<file path="src/afk_pkg.sv">
// ----------------------------------------------------------------------------
// afk_pkg
// Shared types, constants and helper functions of the arm kinematics block.
// ----------------------------------------------------------------------------
`default_nettype none

package afk_pkg;

    localparam int ANGLE_BITS    = 16;
    localparam int CORDIC_STAGES = 16;

    localparam int CFG_COUNT = 6;
    localparam int CFG_IDX_W = 3;

    // Register indexes on the configuration port.
    localparam logic [CFG_IDX_W-1:0] CFG_TOOL_X    = 3'd0;
    localparam logic [CFG_IDX_W-1:0] CFG_TOOL_Z    = 3'd1;
    localparam logic [CFG_IDX_W-1:0] CFG_FOREARM_X = 3'd2;
    localparam logic [CFG_IDX_W-1:0] CFG_FOREARM_Y = 3'd3;
    localparam logic [CFG_IDX_W-1:0] CFG_UPPER_X   = 3'd4;
    localparam logic [CFG_IDX_W-1:0] CFG_BASE_H    = 3'd5;

    localparam logic signed [15:0] RST_TOOL_X    = 16'sd4915;
    localparam logic signed [15:0] RST_TOOL_Z    = 16'sd1311;
    localparam logic signed [15:0] RST_FOREARM_X = 16'sd6554;
    localparam logic signed [15:0] RST_FOREARM_Y = 16'sd1311;
    localparam logic signed [15:0] RST_UPPER_X   = 16'sd6554;
    localparam logic signed [15:0] RST_BASE_H    = 16'sd8192;

    // Gain-compensated starting x of the CORDIC, Q2.30.
    localparam logic signed [33:0] CORDIC_X0 = 34'sd652032874;

    typedef struct packed {
        logic signed [15:0] tool_x;
        logic signed [15:0] tool_z;
        logic signed [15:0] forearm_x;
        logic signed [15:0] forearm_y;
        logic signed [15:0] upper_x;
        logic signed [15:0] base_h;
    } t_cfg;

    // One rotation in flight: vector, residual angle and quadrant.
    typedef struct packed {
        logic signed [33:0] x;
        logic signed [33:0] y;
        logic signed [31:0] z;
        logic [1:0]         q;
    } t_cord;

    // Base, shoulder and elbow travel side by side.
    typedef t_cord [2:0] t_cord3;

    function automatic logic signed [31:0] atan_of(input logic [4:0] idx);
        logic signed [31:0] v;
        case (idx)
            5'd0:  v = 32'sd536870912;
            5'd1:  v = 32'sd316933406;
            5'd2:  v = 32'sd167458907;
            5'd3:  v = 32'sd85004756;
            5'd4:  v = 32'sd42667331;
            5'd5:  v = 32'sd21354465;
            5'd6:  v = 32'sd10680350;
            5'd7:  v = 32'sd5340245;
            5'd8:  v = 32'sd2670163;
            5'd9:  v = 32'sd1335087;
            5'd10: v = 32'sd667544;
            5'd11: v = 32'sd333772;
            5'd12: v = 32'sd166886;
            5'd13: v = 32'sd83443;
            5'd14: v = 32'sd41722;
            5'd15: v = 32'sd20861;
            5'd16: v = 32'sd10430;
            5'd17: v = 32'sd5215;
            5'd18: v = 32'sd2608;
            5'd19: v = 32'sd1304;
            5'd20: v = 32'sd652;
            5'd21: v = 32'sd326;
            5'd22: v = 32'sd163;
            5'd23: v = 32'sd81;
            default: v = 32'sd0;
        endcase
        return v;
    endfunction

    function automatic logic signed [19:0] sat20(input logic signed [29:0] v);
        logic signed [19:0] r;
        if (v > 30'sd524287) begin
            r = 20'sd524287;
        end else if (v < -30'sd524288) begin
            r = -20'sd524288;
        end else begin
            r = v[19:0];
        end
        return r;
    endfunction

endpackage

`default_nettype wire

</file>
<file path="src/afk_cell.sv">
// ----------------------------------------------------------------------------
// afk_cell
// One CORDIC micro-rotation for the three joint angles, with its own
// valid/ready register so that cells form an elastic chain.
// ----------------------------------------------------------------------------
`default_nettype none

module afk_cell
    import afk_pkg::*;
(
    input  wire logic   i_clk,
    input  wire logic   i_rst_n,
    input  wire logic [4:0] i_idx,
    input  wire logic   i_valid,
    output logic        o_ready,
    input  wire t_cord3 i_data,
    output logic        o_valid,
    input  wire logic   i_ready,
    output t_cord3      o_data
);

    logic   r_valid;
    t_cord3 r_data;
    t_cord3 n_data;
    logic signed [31:0] w_atan;

    assign w_atan  = atan_of(i_idx);
    assign o_ready = !r_valid || i_ready;
    assign o_valid = r_valid;
    assign o_data  = r_data;

    always_comb begin
        for (int j = 0; j < 3; j++) begin
            n_data[j].q = i_data[j].q;
            if (!i_data[j].z[31]) begin
                n_data[j].x = i_data[j].x - (i_data[j].y >>> i_idx);
                n_data[j].y = i_data[j].y + (i_data[j].x >>> i_idx);
                n_data[j].z = i_data[j].z - w_atan;
            end else begin
                n_data[j].x = i_data[j].x + (i_data[j].y >>> i_idx);
                n_data[j].y = i_data[j].y - (i_data[j].x >>> i_idx);
                n_data[j].z = i_data[j].z + w_atan;
            end
        end
    end

    always_ff @(posedge i_clk) begin
        if (!i_rst_n) begin
            r_valid <= 1'b0;
        end else if (o_ready) begin
            r_valid <= i_valid;
        end
    end

    always_ff @(posedge i_clk) begin
        if (o_ready && i_valid) begin
            r_data <= n_data;
        end
    end

endmodule

`default_nettype wire

</file>
<file path="config.mk">
export PLATFORM = sky130hd
export DESIGN_NAME = afk_cell
export DESIGN_NICKNAME = d
export VERILOG_FILES = /design/src/afk_pkg.sv /design/src/afk_cell.sv
export SDC_FILE = /design/constraint.sdc
export NUM_CORES = 2
export LEC_CHECK = 0
export BUFFER_PORTS_ARGS = -buffer_cell sky130_fd_sc_hd__buf_2
export CORE_ASPECT_RATIO = 1.2
export CORE_MARGIN = 4
export CORE_UTILIZATION = 40
export CTS_BUF_LIST = sky130_fd_sc_hd__clkbuf_4
export DETAILED_ROUTE_END_ITERATION = 7
export SLEW_MARGIN = 10
export SYNTH_ARGS = -nofsm -noshare
export SYNTH_HDL_FRONTEND = slang
export SYNTH_SLANG_ARGS = --single-unit
export TNS_END_PERCENT = 5
</file>
<file path="constraint.sdc">
create_clock -name i_clk -period 7.85 [get_ports i_clk]
set_input_delay 0.3925 -clock i_clk [delete_from_list [all_inputs] [get_ports i_clk]]
set_output_delay 0.3925 -clock i_clk [all_outputs]
set_load 0.1 [all_outputs]
</file>
# Yosys cells after proc, flatten, opt, wreduce, memory -nomap -nowiden

Memory sizes are Yosys's and may differ from the RTL's.
Cells that the tools add are included.

Register bits after elaboration: 307
Memory bits (read-only): 960
Output and inout port bits: 308
Memories: 1

Memory list:

| name            | words | bits a word | read ports | clocked after Yosys merged registers in | write ports | line          | source |
|---|---|---|---|---|---|---|---|
| (no name shown) | 32    | 30          | 1          | 0                                       | 0           | afk_pkg.sv:55 | `case (idx)` |

Add/subtract/negate cells: 18
Shift-type cells: 6
Multiplexer cells: 3
Reductions and logical operators: 3

Operator list:

| cell                         | number |
|---|---|
| 2-to-1 mux 100 bit           | 3 |
| adder 34 bit                 | 6 |
| >>> shifter 34 x 5 -> 34 bit | 6 |
| subtractor 34 bit            | 6 |
| adder 32 bit                 | 3 |
| subtractor 32 bit            | 3 |
| logical AND 1 bit            | 1 |
| logical NOT 1 bit            | 1 |
| logical OR 1 bit             | 1 |

# Longest topological paths before layout

Depth in word-level cells: 3
Gate-level depth with buffers: 33
Gate-level depth less buffers: 25

# Least setup slack after synthesis

OpenSTA, ideal clock, no wires.

Path type: register to register
From: register r_valid, in the netlist o_valid
To: register r_data, in the netlist o_data[0], enable pin
Arrival time: 8580 ps
Path slack: -1434 ps
Cell stages (with the launch flop): 3
Path buffers: 0
Cell sequence: dfxtp_1 nand2b_1 and2_1

Cells in the longest elaborated chain, start to end: 3

Ends and longest elaborated chain:

| element                | line           | source |
|---|---|---|
| start, declared        | afk_cell.sv:22 | `logic r_valid;` |
| start signal, assigned | afk_cell.sv:51 | `r_valid <= i_valid;` |
| logical NOT 1 bit      | afk_cell.sv:28 | `assign o_ready = !r_valid \|\| i_ready;` |
| logical OR 1 bit       | afk_cell.sv:28 |  |
| net o_ready            | afk_cell.sv:15 | `output logic o_ready,` |
| logical AND 1 bit      | afk_cell.sv:56 | `if (o_ready && i_valid) begin` |
| end signal, assigned   | afk_cell.sv:57 | `r_data <= n_data;` |
| end, declared          | afk_cell.sv:23 | `t_cord3 r_data;` |

The timed path passes the listed nets, and every way through them passes these cells.
A chain may end at the register's enable or synchronous reset.

==> flow_summary.ini <==
[clocking]
clock_sinks = 307
cts_buffer_depth = 3
htreeDepth = 3
cts_root_buffer = clkbuf_4
cts_inserted_buffers = 85
clk_pin_slew_ns = 0.06
cts_tree = done
clkLatencyLatePin_ns = 1.10

[placed_design]
dp_slack_ns = 0.356
io_buffers = 622
place_congestion = 0.992
dpl_cell_area_um2 = 48300
hpwlAfterDp_um = 137000

[hold_path]
worstHoldStart = i_data[281]
hold_end = o_data[281]$_DFFE_PP_
worstHoldPathCells = 3
min_path_type = in -> reg

[grt]
grt_max_degree = 152
grt_pass1_wl_um = 268000
grtUsageTotal = 0.299
grt_remaining_overflow = 0
antenna_found_initial = 11
grt_pass1_vias = 43254

[timing]
finalHoldViolations = 0
clock.fmax_ghz = 0.143
setup_viol = 0
period_needed_ns = 7.01
tightest_slew_ns = 1.15
finalSetupTns_ns = 0
drv_slew = 0
finalClockSkew_ns = 0.120
period_share = 0.893
rsz0062_at_grt = false
slew_headroom = 0.235
postLayoutSetupSlackWorst_ns = 0.838

[logic_synthesis]
synth.area.top_cells = edfxtp_1 21%, mux4_2 12%, ha_1 8.6%, xnor2_1 6.1%, a21oi_1 4.8%
synth_top_area_frac = 0.208
synth_warnings = 0
synth_nets = 5414
synth_top_area_cell = edfxtp_1
syn_inst = 4787
yosysSeqAreaShare = 0.209
avgSynthCellArea_um2 = 9.22
synthArstFlopShare = 0
synth.distinct_cells = 114
synth-edff-count = 306
synth-main-ff-cell = edfxtp_1
ys_seq_elements = 307
synth.top_cells.by_count = 425 x a21oi_1, 415 x nor2_1, 390 x nand2_1
syn_area_um2 = 44100
yosysMostFrequentCell = a21oi_1

[routing]
viasPerCell = 6.23
postRouteAntennaNets = 0
wl_um = 180000
wl_per_cell_um = 25.2
drc_errors = 0
drt_first_pass_iters = 6
drt_iter0_markers = 4823
vias = 44544

[power]
irDropWorstVdd_v = 0.000199
powerDensity_nw_per_um2 = 225
power_mw = 11.9
p_leak_nw = 21.8

[job]
cap_violations = 0

[critical_path]
reg2reg_to = o_data[100]$_DFFE_PP_
cp-start-kind = input port
worstSetupEndpointType = flip-flop
cp_max_fo = 17
crit_arrival_ns = 7.78
crit_required_ns = 8.62
crit_type = in -> reg
rr_worst_depth = 3
rrSetupSlack_ns = 5.71
rr_startpoint = o_valid$_SDFFE_PN0N_

[die]
die_w_um = 311
die_h_um = 372
rows = 133
io_pins = 623
start_util = 0.403
core_area_um2 = 109000
die_area_um2 = 116000

[final_layout]
drive_above_1_share = 0.219
final_util = 0.483
syn_to_final_growth_pct = 20.0
fin_area_um2 = 52900
final_net_count = 6288

[outcome]
outcome = finished clean
==> cell families (layout without fill, tap and decap cells) <==
group / after synthesis / count (layout) / synth area share
other cells: 0 / 12 / 0
buf+inv: 404 / 1341 / 0.0476
simple gates: 1358 / 1358 / 0.148
xor+xnor: 453 / 453 / 0.0899
fa+ha+maj: 312 / 312 / 0.0900
compound gates: 1410 / 1410 / 0.207
mux: 543 / 543 / 0.209
flops: 307 / 307 / 0.209
==> report_power, final <==
group	internal [mW]	total (mW)	switching, mW
Clock	0.756	1.55	0.793
Sequential	2.37	2.48	0.110
Combinational	2.41	7.88	5.47
==> per-stage QoR <==
| step | cells | hold slack [ns] |
|---|---|---|
| finish | 7153 | 0.131 |
| detailed placement | 6636 | 0.536 |
| CTS | 7141 | 0.000248 |
| global placement | 6636 | 0.510 |
| global route | 7147 | 0.0378 |
| floorplan | 4787 | 0.491 |
==> worst max path at each step <==
stage                                        to     start  slack, ns  cells past startpoint
after floorplan            o_data[32]$_DFFE_PP_  i_idx[0]       0.78                     31
after global placement    o_data[203]$_DFFE_PP_  i_idx[0]       0.46                     24
after detailed placement   o_data[32]$_DFFE_PP_  i_idx[0]       0.36                     24
after CTS                  o_data[32]$_DFFE_PP_  i_idx[0]       0.94                     25
after global routing       o_data[32]$_DFFE_PP_  i_idx[0]       0.42                     25
final                      o_data[32]$_DFFE_PP_  i_idx[0]       0.84                     25
==> flip-flops by register name, summed over array words and instances (netlist names) <==
signal   flops
o_data     306
o_valid      1
==> cells in the final DEF (no fill, tap or decap), types with 18 or more instances in the layout <==
| cell type | n |
|---|---|
| nor2_1 | 412 |
| a211oi_1 | 59 |
| a21oi_1 | 425 |
| buf_4 | 70 |
| a211o_1 | 27 |
| mux2_2 | 85 |
| ha_1 | 303 |
| buf_2 | 614 |
| o21ai_0 | 248 |
| xor2_1 | 145 |
| o21bai_1 | 32 |
| mux2i_1 | 174 |
| dlygate4sd3_1 | 355 |
| nor3_1 | 90 |
| a22oi_1 | 38 |
| mux4_1 | 37 |
| o211ai_1 | 38 |
| edfxtp_1 | 306 |
| nand3_1 | 89 |
| a221oi_1 | 25 |
| nand4_1 | 25 |
| xnor2_1 | 308 |
| clkbuf_4 | 115 |
| o22ai_1 | 47 |
| or3_1 | 26 |
| inv_1 | 131 |
| a21o_1 | 107 |
| o21a_1 | 52 |
| a31oi_1 | 88 |
| and3_1 | 50 |
| mux4_2 | 244 |
| nand2b_1 | 58 |
| and2_1 | 50 |
| clkinv_1 | 18 |
| nor2b_1 | 38 |
| or2_2 | 20 |
| nand2_1 | 390 |
==> final cells by class <==
type	count	area [um^2]
Timing Repair Buffer	1056	7460
Tap cell	1417	1770
Inverter	135	514
Clock inverter	35	225
Sequential cell	307	9210
Antenna cell	12	30.0
Multi-Input combinational cell	4076	32900
Fill cell	10427	56600
Clock buffer	115	863
==> critical path: stages <==
cell	delay (ns)
buf_8	0.18
inv_1	0.16
ha_1	0.35
o311ai_1	0.67
o211a_1	0.36
ha_1	0.25
o211ai_1	0.13
nor4b_1	0.58
and3_1	0.33
and2_1	0.25
nand3_1	0.16
nand2_1	0.18
mux2i_1	0.10
ha_1	0.38
a21o_1	0.19
a21o_1	0.20
o21ba_2	0.23
o21ai_0	0.11
o41a_1	0.50
o41ai_1	0.64
o2111ai_1	0.29
a31o_2	0.30
a21oi_1	0.17
xnor2_1	0.08
dlygate4sd3_1	0.55
==> what timing repair did <==
action / 4_1_cts / 5_1_grt
hold endpoints to repair: 299 / 0
resized for setup: 0 / 0
hold buffers: 355 / 0
setup buffers: 0 / 0
==> layer usage <==
layer	up-vias	share of wire	global-route usage
met4	8	0.063	0.176
met3	566	0.085	0.0647
li1	20305	-	-
met2	2317	0.46	0.489
met1	21348	0.39	0.364
met5	-	0.00023	0
Note: power is estimated with default switching activity, not from simulation.
